### src/rtl/assert_macros.svh
// Assertion macros shared by the allocator RTL.
`ifndef ASSERT_MACROS_SVH
`define ASSERT_MACROS_SVH
`ifndef SYNTH
// Check an implication on every clock edge outside reset.
`define FFLA_ASSERT(label, clk, rstn, prop) \
    label: assert property (@(posedge clk) disable iff (!(rstn)) (prop)) \
        else $error("allocator assertion failed");
// Check that a condition never holds outside reset.
`define FFLA_NEVER(label, clk, rstn, cond) \
    label: assert property (@(posedge clk) disable iff (!(rstn)) !(cond)) \
        else $error("allocator forbidden condition seen");
`else
`define FFLA_ASSERT(label, clk, rstn, prop)
`define FFLA_NEVER(label, clk, rstn, cond)
`endif
`endif

### src/rtl/ffla_pkg.sv
// Types and constants of the free-list allocator.
package ffla_pkg;

    localparam int MAX_BLOCKS = 4096;
    localparam int BLK_W      = $clog2(MAX_BLOCKS);
    localparam int ENTRY_W    = BLK_W + 1;
    localparam int CFG_W      = 13;

    localparam logic [ENTRY_W-1:0] END_MARK   = {1'b1, {BLK_W{1'b0}}};
    localparam logic [BLK_W-1:0]   BLK_MAX    = {BLK_W{1'b1}};
    localparam logic [CFG_W-1:0]   RESET_BLOCKS = CFG_W'(1024);
    localparam logic [CFG_W-1:0]   CFG_CAP      = CFG_W'(MAX_BLOCKS);

    // Request kinds
    localparam logic [2:0] KIND_ALLOC  = 3'd0;
    localparam logic [2:0] KIND_FREE   = 3'd1;
    localparam logic [2:0] KIND_LINK   = 3'd2;
    localparam logic [2:0] KIND_READ   = 3'd3;
    localparam logic [2:0] KIND_TAIL   = 3'd4;
    localparam logic [2:0] KIND_FORMAT = 3'd5;

    typedef struct packed {
        logic [2:0]       kind;
        logic [BLK_W-1:0] block_index;
        logic [BLK_W-1:0] link_target;
        logic             link_is_end;
    } req_t;

    typedef struct packed {
        logic             status;
        logic [BLK_W-1:0] result_block;
        logic             result_is_end;
        logic [BLK_W-1:0] free_left;
    } rsp_t;

    typedef struct packed {
        logic               re;
        logic [BLK_W-1:0]   raddr;
        logic               we;
        logic [BLK_W-1:0]   waddr;
        logic [ENTRY_W-1:0] wdata;
    } ram_req_t;

    typedef enum logic [2:0] {
        ST_IDLE,
        ST_EXEC,
        ST_WALK,
        ST_SWEEP,
        ST_RESP
    } state_t;

endpackage

### src/rtl/ffla_ctrl.sv
// Request sequencer: free-list head and count, table read-modify-write, walk and format.
`include "assert_macros.svh"
module ffla_ctrl import ffla_pkg::*; (
    input  logic               aclk,
    input  logic               aresetn,
    input  logic               s_valid,
    output logic               s_ready,
    input  req_t               s_data,
    input  logic [CFG_W-1:0]   blocks_in_use,
    input  logic               out_free,
    output logic               out_load,
    output rsp_t               out_rsp,
    output ram_req_t           ram_req,
    input  logic [ENTRY_W-1:0] ram_rdata
);

    state_t           state_reg, state_next;
    req_t             req_reg, req_next;
    logic [BLK_W-1:0] head_reg, head_next;
    logic [BLK_W-1:0] count_reg, count_next;
    logic [BLK_W-1:0] ptr_reg, ptr_next;
    logic [BLK_W-1:0] steps_reg, steps_next;
    logic [BLK_W-1:0] last_reg, last_next;
    logic             reply_reg, reply_next;
    logic [BLK_W-1:0] res_block_reg, res_block_next;
    logic             res_end_reg, res_end_next;
    logic [BLK_W-1:0] cfg_last;
    logic             accept;

    assign s_ready = (state_reg == ST_IDLE);
    assign accept  = s_valid && s_ready;

    // Clamp the formatted size to 2..MAX_BLOCKS and take the last index
    always_comb begin
        if (blocks_in_use < CFG_W'(2)) begin
            cfg_last = BLK_W'(1);
        end else if (blocks_in_use >= CFG_CAP) begin
            cfg_last = BLK_MAX;
        end else begin
            cfg_last = BLK_W'(blocks_in_use - CFG_W'(1));
        end
    end

    // State register
    always_ff @(posedge aclk) begin
        if (!aresetn) begin
            state_reg <= ST_SWEEP;
            head_reg  <= BLK_W'(1);
            count_reg <= BLK_W'(RESET_BLOCKS - CFG_W'(1));
            ptr_reg   <= '0;
            last_reg  <= BLK_W'(RESET_BLOCKS - CFG_W'(1));
            reply_reg <= 1'b0;
        end else begin
            state_reg <= state_next;
            head_reg  <= head_next;
            count_reg <= count_next;
            ptr_reg   <= ptr_next;
            last_reg  <= last_next;
            reply_reg <= reply_next;
        end
    end

    // Payload registers
    always_ff @(posedge aclk) begin
        req_reg       <= req_next;
        steps_reg     <= steps_next;
        res_block_reg <= res_block_next;
        res_end_reg   <= res_end_next;
    end

    // Next state, table accesses and result
    always_comb begin
        state_next     = state_reg;
        req_next       = req_reg;
        head_next      = head_reg;
        count_next     = count_reg;
        ptr_next       = ptr_reg;
        steps_next     = steps_reg;
        last_next      = last_reg;
        reply_next     = reply_reg;
        res_block_next = res_block_reg;
        res_end_next   = res_end_reg;
        ram_req        = '0;
        out_load       = 1'b0;
        out_rsp        = '0;

        unique case (state_reg)
            ST_IDLE: begin
                if (accept) begin
                    req_next = s_data;
                    // Issue the entry read for this request
                    ram_req.re    = 1'b1;
                    ram_req.raddr = (s_data.kind == KIND_ALLOC) ? head_reg
                                                                : s_data.block_index;
                    if (s_data.kind == KIND_TAIL) begin
                        ptr_next   = s_data.block_index;
                        steps_next = '0;
                        state_next = ST_WALK;
                    end else if (s_data.kind == KIND_FORMAT) begin
                        ptr_next       = '0;
                        last_next      = cfg_last;
                        head_next      = BLK_W'(1);
                        count_next     = cfg_last;
                        reply_next     = 1'b1;
                        res_block_next = '0;
                        res_end_next   = 1'b0;
                        state_next     = ST_SWEEP;
                    end else begin
                        state_next = ST_EXEC;
                    end
                end
            end

            ST_EXEC: begin
                // Apply the update together with the result beat
                if (out_free) begin
                    out_load   = 1'b1;
                    state_next = ST_IDLE;
                    if (req_reg.kind == KIND_ALLOC) begin
                        if (count_reg == '0) begin
                            out_rsp.status = 1'b1;
                        end else begin
                            head_next            = ram_rdata[BLK_W-1:0];
                            count_next           = count_reg - BLK_W'(1);
                            ram_req.we           = 1'b1;
                            ram_req.waddr        = head_reg;
                            ram_req.wdata        = END_MARK;
                            out_rsp.result_block = head_reg;
                        end
                    end else if (req_reg.kind == KIND_FREE) begin
                        ram_req.we    = 1'b1;
                        ram_req.waddr = req_reg.block_index;
                        ram_req.wdata = (count_reg == '0) ? END_MARK : {1'b0, head_reg};
                        head_next     = req_reg.block_index;
                        if (count_reg != BLK_MAX) begin
                            count_next = count_reg + BLK_W'(1);
                        end
                    end else if (req_reg.kind == KIND_LINK) begin
                        ram_req.we    = 1'b1;
                        ram_req.waddr = req_reg.block_index;
                        ram_req.wdata = req_reg.link_is_end ? END_MARK
                                                            : {1'b0, req_reg.link_target};
                    end else if (req_reg.kind == KIND_READ) begin
                        out_rsp.result_is_end = ram_rdata[BLK_W];
                        out_rsp.result_block  = ram_rdata[BLK_W] ? '0
                                                                 : ram_rdata[BLK_W-1:0];
                    end
                    out_rsp.free_left = count_next;
                end
            end

            ST_WALK: begin
                // Follow one link per cycle straight from the read data
                if (ram_rdata[BLK_W]) begin
                    res_block_next = ptr_reg;
                    res_end_next   = 1'b1;
                    state_next     = ST_RESP;
                end else if (steps_reg == BLK_MAX) begin
                    res_block_next = ram_rdata[BLK_W-1:0];
                    res_end_next   = 1'b0;
                    state_next     = ST_RESP;
                end else begin
                    ptr_next      = ram_rdata[BLK_W-1:0];
                    steps_next    = steps_reg + BLK_W'(1);
                    ram_req.re    = 1'b1;
                    ram_req.raddr = ram_rdata[BLK_W-1:0];
                end
            end

            ST_SWEEP: begin
                // Write one table entry per cycle
                ram_req.we    = 1'b1;
                ram_req.waddr = ptr_reg;
                if (ptr_reg == '0 || ptr_reg == last_reg) begin
                    ram_req.wdata = END_MARK;
                end else if (ptr_reg < last_reg) begin
                    ram_req.wdata = {1'b0, ptr_reg + BLK_W'(1)};
                end else begin
                    ram_req.wdata = '0;
                end
                ptr_next = ptr_reg + BLK_W'(1);
                if (ptr_reg == BLK_MAX) begin
                    state_next = reply_reg ? ST_RESP : ST_IDLE;
                end
            end

            ST_RESP: begin
                // Hold the finished result until the output slot frees
                if (out_free) begin
                    out_load              = 1'b1;
                    out_rsp.result_block  = res_block_reg;
                    out_rsp.result_is_end = res_end_reg;
                    out_rsp.free_left     = count_reg;
                    state_next            = ST_IDLE;
                end
            end

            default: begin
                state_next = ST_IDLE;
            end
        endcase
    end

    `FFLA_NEVER(a_walk_no_write, aclk, aresetn, (state_reg == ST_WALK) && ram_req.we)
    `FFLA_ASSERT(a_load_source, aclk, aresetn,
        out_load |-> (state_reg == ST_EXEC || state_reg == ST_RESP))
    `FFLA_ASSERT(a_empty_alloc, aclk, aresetn,
        (out_load && state_reg == ST_EXEC && req_reg.kind == KIND_ALLOC &&
         count_reg == '0) |-> (out_rsp.status && !ram_req.we))
    `FFLA_ASSERT(a_alloc_pop, aclk, aresetn,
        (out_load && state_reg == ST_EXEC && req_reg.kind == KIND_ALLOC &&
         count_reg != '0) |=> (count_reg == $past(count_reg) - BLK_W'(1)))

endmodule

### config.mk
export PLATFORM = sky130hd
export DESIGN_NAME = ffla_ctrl
export DESIGN_NICKNAME = d
export VERILOG_FILES = /design/src/rtl/ffla_pkg.sv /design/src/rtl/ffla_ctrl.sv
export VERILOG_INCLUDE_DIRS = /design/src /design/src/rtl
export SDC_FILE = /design/constraint.sdc
export NUM_CORES = 1
export LEC_CHECK = 0
export BUFFER_PORTS_ARGS = -buffer_cell sky130_fd_sc_hd__buf_2
export CORE_MARGIN = 2
export CORE_UTILIZATION = 50
export CTS_BUF_LIST = sky130_fd_sc_hd__clkbuf_8
export CTS_CLUSTER_DIAMETER = 100
export CTS_CLUSTER_SIZE = 20
export DETAILED_ROUTE_END_ITERATION = 6
export GPL_ROUTABILITY_DRIVEN = 0
export PLACE_DENSITY = 0.75
export RECOVER_POWER = 50
export SYNTH_ARGS = -nofsm -noshare
export SYNTH_HDL_FRONTEND = slang
export SYNTH_SLANG_ARGS = --single-unit
### constraint.sdc
create_clock -name aclk -period 4.5 [get_ports aclk]
set_clock_uncertainty 0.2 [all_clocks]
set_input_delay 0.9 -clock aclk [delete_from_list [all_inputs] [get_ports aclk]]
set_output_delay 0.9 -clock aclk [all_outputs]
set_load 0.01 [all_outputs]
* Word level (Yosys, flattened, before mapping) *
Index checks and enable logic that the tools add are counted.

word-level totals
  logic and storage cells = 147
  bits in registers = 105
  output and inout port bits = 67
  input bits = 58

cells by class
  bitwise logic cells = 1
  order comparisons = 3
  add/sub/neg operators = 5
  reductions and logical operators = 19
  multiplexer cells = 80
  eq/ne operators = 26

operators by type and width
  kind                     count
  $mux W12                 35
  $mux W26                 6
  $mux W13                 9
  $pmux W12 S2             4
  $pmux W26 S2             1
  $pmux W25 S2             1
  $add A12 B1 Y12 const B  3
  $pmux W12 S3             1
  $pmux W13 S2             1
  $mux W25                 1
  $eq A12 B12 Y1 const B   2
  $logic_not A12 Y1        2
  $sub A12 B1 Y12 const B  2
  $mux W3                  7
  $reduce_and A5 Y1        4
  $ge A13 B13 Y1 const B   1
  $lt A13 B2 Y1 const B    1
  $eq A12 B12 Y1           1
  $eq A3 B2 Y1 const B     4
  $lt A12 B12 Y1           1
  $ne A12 B12 Y1 const B   1
  $pmux W3 S4              1
  $mux W1                  11
  $ne A2 B2 Y1 const B     5
  other kinds (17)         29

* Longest topological paths before layout *
Gate-level depths: netlist (run 1).

  depth in word-level cells = 7
  mapped depth = 9
  depth with buffers taken out = 7

* Least setup slack after synthesis (run 1) *
No wires, ideal clock.

  path type = input-to-output
  start = input out_free
  end = output out_rsp[11] in the netlist's numbering
  data required time = 3.400 ns
  buffers on the path = 2
  arrival = 2.263 ns
  slack = 1.137 ns
  stages on the path = 7
  path through = clkbuf_1 nor4bb_1 clkbuf_1 nor2_1 inv_1 nand2_1 o21ai_0

RTL lines
  element      line             RTL
  from (decl)  ffla_ctrl.sv:10  input logic out_free,
  to (decl)    ffla_ctrl.sv:12  output rsp_t out_rsp,

==> results of run 1 <==
[power by group]
group | leakage, nW | switching (W) | internal [W]
combinational | 2.24 | 0.0000892 | 0.0000536
clock | 0.108 | 0.000349 | 0.000255
sequential | 0.906 | 0.00000640 | 0.00100
[worst max path at each step]
stage / start / to / cells after the start / slack [ps]
after floorplan: out_free / out_rsp[11] / 7 / 1140
after global placement: out_free / ram_req[17] / 7 / 730
after detailed placement: out_free / ram_req[17] / 7 / 730
after CTS: ptr_reg[6] / ram_req[6] / 8 / 430
after global routing: ptr_reg[6] / ram_req[6] / 8 / 130
final: ram_rdata[12] / ram_req[27] / 7 / 260
[per-stage QoR]
| stage | hold WS, ps | instance area [um2] |
|---|---|---|
| after floorplan | 236 | 7340 |
| after global placement | 247 | 8100 |
| after detailed placement | 264 | 8100 |
| after CTS | 289 | 8290 |
| after global routing | 308 | 8250 |
| final | 286 | 8250 |
[area by class of cell]
class                           count  area (um2)  area share (%)
Multi-Input combinational cell    655        4310            52.3
Tap cell                          184         230            2.79
Timing Repair Buffer              149         776            9.40
Inverter                           30         113            1.36
Sequential cell                   105        2630            31.9
Clock buffer                        9         124            1.50
Clock inverter                      7        63.8           0.773
[per-layer routing]
| layer | vias to the layer above | track usage [%] | part of all wire, % |
|---|---|---|---|
| li1 | 3465 | - | - |
| met1 | 3617 | 41.1 | 40 |
| met2 | 521 | 47.1 | 45 |
| met3 | 85 | 6.33 | 11 |
| met4 | 0 | 15.4 | 4.6 |
| met5 | - | 0 | 0 |
[tightest hold or removal path: cells and delay by family, from the launching register on]
kind | cells | cell delay [ps]
DFF | 1 | 340
and+or+nand+nor | 2 | 120
[cells in the final DEF, fill, tap and decap left out, types with 5 or more instances in the layout]
cell,n
o41ai_1,7
o31ai_1,23
nor3_1,21
a22oi_1,25
or4_1,11
and2_1,5
dfxtp_1,52
or3_1,14
a31oi_1,12
a221o_1,5
clkbuf_1,20
xnor2_1,10
mux2i_1,39
a211oi_1,9
o32ai_1,8
inv_1,33
o22ai_1,6
clkbuf_8,9
nor2_1,75
a222oi_1,5
xor2_1,12
nor4_1,7
o21a_1,6
edfxtp_1,53
buf_2,107
and3_1,7
o21ai_0,67
nand4_1,13
nor2b_1,6
nand2_1,77
buf_4,22
a32oi_1,5
nand2b_1,7
nand3_1,35
a22o_1,8
ha_1,19
a21oi_1,31
[logic make-up after synthesis]
logic type / Yosys count
AO/OA/AOI/OAI: 265
XOR/XNOR: 22
adder cells (fa/ha/maj): 19
buffers and inverters: 101
flip-flops: 105
multiplexers: 39
AND/OR/NAND/NOR: 310
==> summary.md, run 1 <==
| Metric | Value |
|---|---|
| # IOs | `125` |
| CTS Buffer Depth | `2` |
| Finish-stage setup viols | `0` |
| Die H | `125 um` |
| Syn. warnings | `0` |
| Post-Place Cells | `1,123` |
| Clock period minus final worst setup slack | `4240 ps` |
| Via/cell ratio | `6.75` |
| Leak Pwr | `3.25 nW` |
| Yosys reg bits | `105` |
| Top cells by area, synth | `edfxtp_1 (22%), dfxtp_1 (14%), mux2i_1 (5.3%)` |
| Clk Latency, worst-skew pair | `390 ps` |
| Placement Setup Slack | `727 ps` |
| TritonCTS clock tree | `yes` |
| Reg2Reg Depth | `3` |
| DRT Pass-1 Iters | `5` |
| Power, Total | `0.00175 W` |
| Post-route setup slack | `260 ps` |
| R2R Setup Slk | `870 ps` |
| Hold Vio Cnt, Final | `0` |
| Crit path max-delay family | `buffers and inverters` |
| Gr ovfl total | `0` |
| Complex-gate fraction of the synthesized area | `25.4%` |
| Slowest stage cell, crit path | `clkbuf_1` |
| Max Cap Viol | `1` |
| Share of layout cells above drive strength 1 | `17.2%` |
| Element type at the critical path end | `primary output` |
| Post-synthesis xor/xnor area fraction | `2.62%` |
| Critical path arrival | `3140 ps` |
| Routed WL per cell | `21.7 um` |
| Row count | `44` |
| CP cell instances | `clkbuf_1 > inv_1 > o31a_1 > and2_0 > nand2_1 > o21ai_0 > buf_2` |
| Drt total wl | `24,700 um` |
| Critical Path Source Type | `input port` |
| Final HPWL DP | `17,800 um` |
| Post-synth top area share | `21.7%` |
| CP Data Required Time | `3400 ps` |
| Die area | `15,700 um2` |
| H-tree lvl count | `3` |
| Hold Path Sink | `reply_reg` |
| 1st-iter DRT viols | `1,012` |
| R2r endpoint | `req_reg[1]` |
| Mapped Area | `7340 um2` |
| Syn_nets | `938` |
| Initial Util | `50.9%` |
| Vias in the first global route | `7,119` |
| Layout net count | `1,027` |
| Fmax | `236 MHz` |
| Fraction of the cycle the final worst path needs | `94.2%` |
| Core area | `14,400 um2` |
| Setup TNS | `0 ps` |
| Most frequent cell after synthesis | `nand2_1` |
| Most frequent cells after synthesis | `nand2_1 (77), nor2_1 (74), o21ai_0 (68)` |
| Total CTS buffers | `9` |
| Via count | `7,688` |
| Fin. max-slew vios | `25` |
| Post-synth EDFFs | `53` |
| Filler-free cell count of the finished design | `1,139` |
| Die W | `125 um` |
| Worst Path Buf+Inv | `3` |
| Ys flop type | `edfxtp_1` |
| Max stage delay on crit path | `790 ps` |
| Post-synthesis mux area share | `5.32%` |
| RSZ-0062 raised after global routing | `no` |
| Post-synthesis sequential area ratio | `35.9%` |
| Remaining DRCs | `0` |
| Relative slew slack | `-9.83%` |
| Cell variety after synth | `80` |
| GRT Total Usage | `30.6%` |
| Status | `finished, violations left` |
| Port Buffer Count | `124` |
| Area leader, netlist | `edfxtp_1` |
| Post-Synth Adder-Cell Area | `3.24%` |
| Hold_buf cts | `0` |
| Largest family of logic cells by synthesized area | `compound AO/OA/AOI/OAI gates` |
| Post_cts resized | `0` |
| Reg clk slew, reported paths | `100 ps` |
| Min-delay src | `reply_reg` |
| Antenna Nets Post-Route | `0` |
| Fill cell count | `1,346` |
| Mean Syn Cell Area | `8.53 um2` |
| Kind of critical path | `in -> out` |
| Synth-to-layout area growth | `12.4%` |
| N_diodes | `0` |
| Pwr Density | `213 nW/um2` |
| Async SR Flop Fraction | `0%` |
| Clk Tree Root Cell | `clkbuf_8` |
| Pin count of the biggest net entering global routing | `40` |
| Clock sink total | `105` |
| Max reg flops | `28` |
| Failing checks | `capacitance limit, slew limit` |
| Initial antenna violation count | `0` |
| Critical Path Fanout Max | `16` |
| Worst slew pin tran | `1650 ps` |
| Post-CTS setup buffer count | `0` |
| Synth Area in Simple Gates | `22.1%` |
| VDD IR max | `244 uV` |
| Launch point of the worst reg-to-reg path | `state_reg[1]` |
| Utilization after layout | `57.2%` |
| Post-synthesis cell count | `861` |
| Hold Path Class | `reg -> reg` |
| Hold path cells | `2` |
| First-pass GRT wire length | `38,500 um` |
No activity file was read; power rests on OpenSTA's default activity.
==> run 2: changes to the inputs <==
==> constraint.sdc (replaced) <==
create_clock -name aclk -period 4.5 [get_ports aclk]
set_clock_uncertainty 0.2 [all_clocks]
set_input_delay 0.225 -clock aclk [delete_from_list [all_inputs] [get_ports aclk]]
set_output_delay 0.225 -clock aclk [all_outputs]
set_load 0.01 [all_outputs]
==> run 2 against run 1 <==
Against the previous run:
- final area rose by 2.9%
- sequential cell count did not move
- count of clock-buffer cells in the layout did not move
- the run ends with DRC, capacitance limit, slew limit left
- wire length barely moved
- core utilization rose by 1.7 points
- final cell count rose by 1.7%
- combinational power rose by 15%
- power rose by 2.2%
- sequential power barely moved
- worst setup slack improved by 670 ps
==> summary.md, run 2 (synthesized netlist as in run 1, its figures left out) <==
| Metric | Value |
|---|---|
| Status | `finished, violations left` |
| Failing checks | `DRC, capacitance limit, slew limit` |
| Drt total wl | `24,700 um` |
| Slowest stage cell, crit path | `clkbuf_1` |
| Initial antenna violation count | `0` |
| Post-Place Cells | `1,111` |
| Port Buffer Count | `124` |
| Share of layout cells above drive strength 1 | `16.1%` |
| Die W | `125 um` |
| Critical path arrival | `3670 ps` |
| N_diodes | `0` |
| H-tree lvl count | `3` |
| Remaining DRCs | `6` |
| Element type at the critical path end | `register` |
| GRT Total Usage | `30.8%` |
| Total CTS buffers | `9` |
| CP Data Required Time | `4590 ps` |
| CTS Buffer Depth | `2` |
| Worst slew pin tran | `1810 ps` |
| Clock sink total | `105` |
| Reg clk slew, reported paths | `120 ps` |
| Critical Path Fanout Max | `27` |
| Via count | `7,692` |
| First-pass GRT wire length | `38,700 um` |
| Via/cell ratio | `6.64` |
| Hold_buf cts | `31` |
| Post_cts resized | `0` |
| Hold Vio Cnt, Final | `0` |
| Pwr Density | `211 nW/um2` |
| Gr ovfl total | `0` |
| Vias in the first global route | `7,190` |
| Relative slew slack | `-20.8%` |
| Kind of critical path | `reg -> reg` |
| Utilization after layout | `58.9%` |
| Hold Path Class | `in -> reg` |
| Die area | `15,700 um2` |
| Routed WL per cell | `21.3 um` |
| Critical Path Source Type | `register` |
| Worst hold slack | `14.8 ps` |
| Layout net count | `1,046` |
| Initial Util | `50.9%` |
| Finish-stage setup viols | `0` |
| Row count | `44` |
| Max stage delay on crit path | `990 ps` |
| Fin. max-slew vios | `29` |
| Clk Tree Root Cell | `clkbuf_8` |
| Most frequent cells in the layout | `buf_2 (108), nand2_1 (77), nor2_1 (75)` |
| TritonCTS clock tree | `yes` |
| Synth-to-layout area growth | `15.7%` |
| # IOs | `125` |
| Post-CTS setup buffer count | `0` |
| RSZ-0062 raised after global routing | `no` |
| Commonest non-fill, non-tap cell in the layout | `buf_2` |
| Max reg flops | `28` |
| DRT Pass-1 Iters | `7` |
| Core area | `14,400 um2` |
| Antenna Nets Post-Route | `0` |
| Max Cap Viol | `1` |
| VDD IR max | `157 uV` |
| Setup TNS | `0 ps` |
| Clock period minus final worst setup slack | `3570 ps` |
| CP cell instances | `nor2_1 > nand2_1 > clkbuf_1 > o221a_1 > o21ai_0 > a32o_1` |
| Filler-free cell count of the finished design | `1,158` |
| Leak Pwr | `3.31 nW` |
| Clk Latency, worst-skew pair | `400 ps` |
| Die H | `125 um` |
| Final HPWL DP | `17,500 um` |
| Pin count of the biggest net entering global routing | `40` |
| 1st-iter DRT viols | `1,064` |
| Fmax | `280 MHz` |
| Fraction of the cycle the final worst path needs | `79.4%` |
## run 2: path summary, 6_finish.rpt
kind,from,end,slack [ps],cells past startpoint
hold / removal,ram_rdata[10],head_reg[10],10,3
hold reg to reg,last_reg[4],last_reg[4],280,1
setup reg to reg,state_reg[0],ptr_reg[5],930,6
setup / recovery,state_reg[0],ptr_reg[5],930,6
## run 2: area by class of cell
type                       count  area [um2]
fill                        1298        5930
inverter                      30         113
tap                          184         230
timing repair buffer         168         997
clock buffer                   9         124
clock inverter                 7        77.6
multi-input combinational    655        4320
sequential                   105        2630
## run 2: metal layers
metal / routed length (um) / up-vias / global-route usage (%)
met1: 9860 / 3592 / 40.7
met2: 11300 / 493 / 49.4
met4: 1130 / 0 / 15.3
met3: 2450 / 97 / 4.84
li1: - / 3510 / -
met5: 0 / - / 0
## run 2: worst max-delay path: cells and delay by family (launching register included)
family,cells,cell delay [ps]
AO/OA/AOI/OAI,3,1410
AND/OR/NAND/NOR,2,260
buffers and inverters,1,990
flip-flops,1,590
## run 2: stage by stage
step                      instance area [um2]  worst slack, ps  total power, W
after floorplan                          7340             1820         0.00110
after global placement                   8010             1310         0.00117
after detailed placement                 8010             1230         0.00117
after CTS                                8520             1130         0.00179
after global routing                     8490              651         0.00184
final                                    8490              926         0.00179
## run 2: power by group
part	switching [W]	internal, W	total (W)
clock network	0.000359	0.000262	0.000621
registers	0.00000593	0.00100	0.00101
logic	0.0000939	0.0000707	0.000165
total	0.000459	0.00133	0.00179
==> run 3: changes to the inputs <==
--- a/config.mk
+++ b/config.mk
@@ -6,6 +6,7 @@
 export SDC_FILE = /design/constraint.sdc
 export NUM_CORES = 1
 export LEC_CHECK = 0
+export ABC_AREA = 1
 export BUFFER_PORTS_ARGS = -buffer_cell sky130_fd_sc_hd__buf_2
 export CORE_MARGIN = 2
 export CORE_UTILIZATION = 50
==> constraint.sdc (replaced) <==
create_clock -name aclk -period 3.6 [get_ports aclk]
set_clock_uncertainty 0.2 [all_clocks]
set_input_delay 0.18 -clock aclk [delete_from_list [all_inputs] [get_ports aclk]]
set_output_delay 0.18 -clock aclk [all_outputs]
set_load 0.01 [all_outputs]
==> run 3 against run 2 <==
Against the previous run:
- the run now ends clean
- worst setup slack got worse by 730 ps
- non-clock buffer count rose by 5
- critical endpoint is now out_rsp[4]
- hold slack worse by 2.8 ps
- largest power group is now combinational cells
- critical path type is now reg -> out
- critical path depth rose by 4
==> summary.md, run 3 <==
| Metric | Value |
|---|---|
| CTS Buffer Depth | `2` |
| Finish-stage setup viols | `0` |
| Critical Path Source Type | `register` |
| Layout net count | `1,329` |
| Via/cell ratio | `5.95` |
| CP endpoint | `out_rsp[4]` |
| Die area | `16,200 um2` |
| Max reg flops | `28` |
| Launch point of the worst reg-to-reg path | `state_reg[2]` |
| Remaining DRCs | `0` |
| Vias in the first global route | `7,905` |
| Relative slew slack | `17.9%` |
| Yosys reg bits | `105` |
| DRT Pass-1 Iters | `6` |
| Most frequent cells after synthesis | `nand2_1 (253), nand3_1 (128), inv_1 (117)` |
| Max stage delay on crit path | `420 ps` |
| Ys flop type | `edfxtp_1` |
| Leak Pwr | `4.04 nW` |
| Most frequent cells in the layout | `nand2_1 (257), nand3_1 (129), inv_1 (120)` |
| Clk Tree Root Cell | `clkbuf_8` |
| Crit path from | `count_reg[0]` |
| TritonCTS clock tree | `yes` |
| Hold Vio Cnt, Final | `0` |
| VDD IR max | `331 uV` |
| CP Data Required Time | `3220 ps` |
| Clock period minus final worst setup slack | `3400 ps` |
| Async SR Flop Fraction | `0%` |
| First-pass GRT wire length | `41,300 um` |
| Synth-to-layout area growth | `14.9%` |
| Clk Latency, worst-skew pair | `430 ps` |
| Mean Syn Cell Area | `6.76 um2` |
| Commonest non-fill, non-tap cell in the layout | `nand2_1` |
| Worst Path Buf+Inv | `3` |
| GRT Total Usage | `32.6%` |
| Reg2Reg Depth | `9` |
| Max Cap Viol | `0` |
| Routed WL per cell | `18.3 um` |
| Mapped Area | `7620 um2` |
| Initial antenna violation count | `0` |
| Row count | `45` |
| Drt total wl | `26,500 um` |
| Cell variety after synth | `45` |
| RSZ-0062 raised after global routing | `no` |
| Share of layout cells above drive strength 1 | `12.9%` |
| Critical path arrival | `3020 ps` |
| R2r endpoint | `ptr_reg[3]` |
| Post-synth EDFFs | `53` |
| Post-synthesis cell count | `1,128` |
| Most frequent cell after synthesis | `nand2_1` |
| Slowest stage cell, crit path | `dfxtp_1` |
| Hold Path Class | `in -> reg` |
| Fill cell count | `1,454` |
| Syn_nets | `1,205` |
| Design Area, Final | `8750 um2` |
| Total CTS buffers | `9` |
| N_diodes | `0` |
| R2R Setup Slk | `310 ps` |
| Core area | `15,000 um2` |
| H-tree lvl count | `3` |
| Status | `finished, final reports clean` |
| Area leader, netlist | `edfxtp_1` |
| Top cells by area, synth | `edfxtp_1 (21%), dfxtp_1 (14%), nand2_1 (12%)` |
| Placed cell areas | `8230 um2` |
| Crit path max-delay family | `buffers and inverters` |
| # IOs | `125` |
| Fraction of the cycle the final worst path needs | `94.6%` |
| CP Depth | `10` |
| Fin. max-slew vios | `0` |
| Pwr Density | `553 nW/um2` |
| Syn. warnings | `0` |
| Post-synth top area share | `20.9%` |
| Setup TNS | `0 ps` |
| Pin count of the biggest net entering global routing | `44` |
| Final HPWL DP | `19,400 um` |
| Post-synthesis sequential area ratio | `34.5%` |
| CP cell instances | `clkinv_1 > ha_1 > nand2_1 > nor2_1 > nand2_2 > clkinv_2 > o21ai_0 > nand3_1 > a21oi_1 > buf_2` |
| Post-CTS setup buffer count | `0` |
| Die H | `127 um` |
| Initial Util | `50.7%` |
| Fmax | `294 MHz` |
| Hold_buf cts | `38` |
| Clock sink total | `105` |
| Power, Total | `0.00484 W` |
| Antenna Nets Post-Route | `0` |
| Worst slew pin tran | `1230 ps` |
| Port Buffer Count | `124` |
| Die W | `127 um` |
| Via count | `8,594` |
| Element type at the critical path end | `primary output` |
| Gr ovfl total | `0` |
| Post_cts resized | `0` |
| 1st-iter DRT viols | `1,242` |
| Reg clk slew, reported paths | `100 ps` |
| Critical Path Fanout Max | `20` |
| Kind of critical path | `reg -> out` |
[run 3: cell count changes after synthesis, sizes merged, moves of 20 or more]
| cell | before | now |
|---|---|---|
| nand2 | 77 | 262 |
| nand3 | 35 | 133 |
| inv | 30 | 125 |
| a21oi | 31 | 89 |
| nor2 | 75 | 122 |
| mux2i | 39 | 0 |
| clkbuf | 50 | 21 |
| a22oi | 25 | 1 |
| o22ai | 6 | 26 |
[run 3: area by class of cell]
class | instances | area (um2) | share of cell area, %
multi-input combinational | 832 | 4150 | 47.4
sequential | 105 | 2630 | 30.1
timing repair buffer | 173 | 1060 | 12.1
inverter | 131 | 493 | 5.63
tap | 188 | 235 | 2.69
clock buffer | 9 | 124 | 1.42
clock inverter | 7 | 61.3 | 0.701
[run 3: worst min path at each step]
stage | cells past startpoint | to | start | slack [ps]
2_1_floorplan | 0 | req_reg[0] | s_data[0] | 80
3_3_place_gp | 1 | req_reg[10] | s_data[10] | 160
3_5_place_dp | 1 | req_reg[11] | s_data[11] | 160
4_1_cts | 3 | last_reg[4] | blocks_in_use[12] | 2
5_1_grt | 3 | ptr_reg[0] | aresetn | 8
6_report | 3 | head_reg[2] | aresetn | 10
[run 3: cell families (layout without fill, tap and decap cells)]
logic type | Yosys count | after routing | share of synthesized area (%)
simple gates | 557 | 557 | 32.3
fa+ha+maj | 19 | 19 | 3.12
compound gates | 246 | 246 | 18.2
buf+inv | 191 | 320 | 10.8
xor+xnor | 10 | 10 | 1.15
flops | 105 | 105 | 34.5
[run 3: routing by layer]
metal / wire length [um] / GRT usage, % / vias up
met3: 3430 / 10.3 / 99
met2: 11500 / 49.8 / 617
met1: 10400 / 42.6 / 3835
li1: - / - / 4043
met4: 1230 / 14.2 / 0
met5: 0 / 0 / -
[run 3: power breakdown]
| part | total, W | switching, W | internal, W |
|---|---|---|---|
| registers | 0.00172 | 0.000218 | 0.00150 |
| clock network | 0.000753 | 0.000488 | 0.000265 |
| logic | 0.00237 | 0.00163 | 0.000733 |
[run 3: metrics by stage]
step	hold slack [ps]	instances	setup WS [ps]	util, %
after CTS	1.86	1445	287	58.5
final	12.1	1445	195	58.2
after floorplan	78.9	1128	1260	-
after global routing	8.47	1445	59.4	58.2
after global placement	158	1391	801	54.8
after detailed placement	158	1391	757	54.8
[run 3: worst reg2reg max path: cells and delay by family, from the launching register on]
kind                   cells  cell delay [ps]
DFF                        1              330
and+or+nand+nor            5             1700
buffers and inverters      3              840
AOI/OAI and AO/OA          1              180
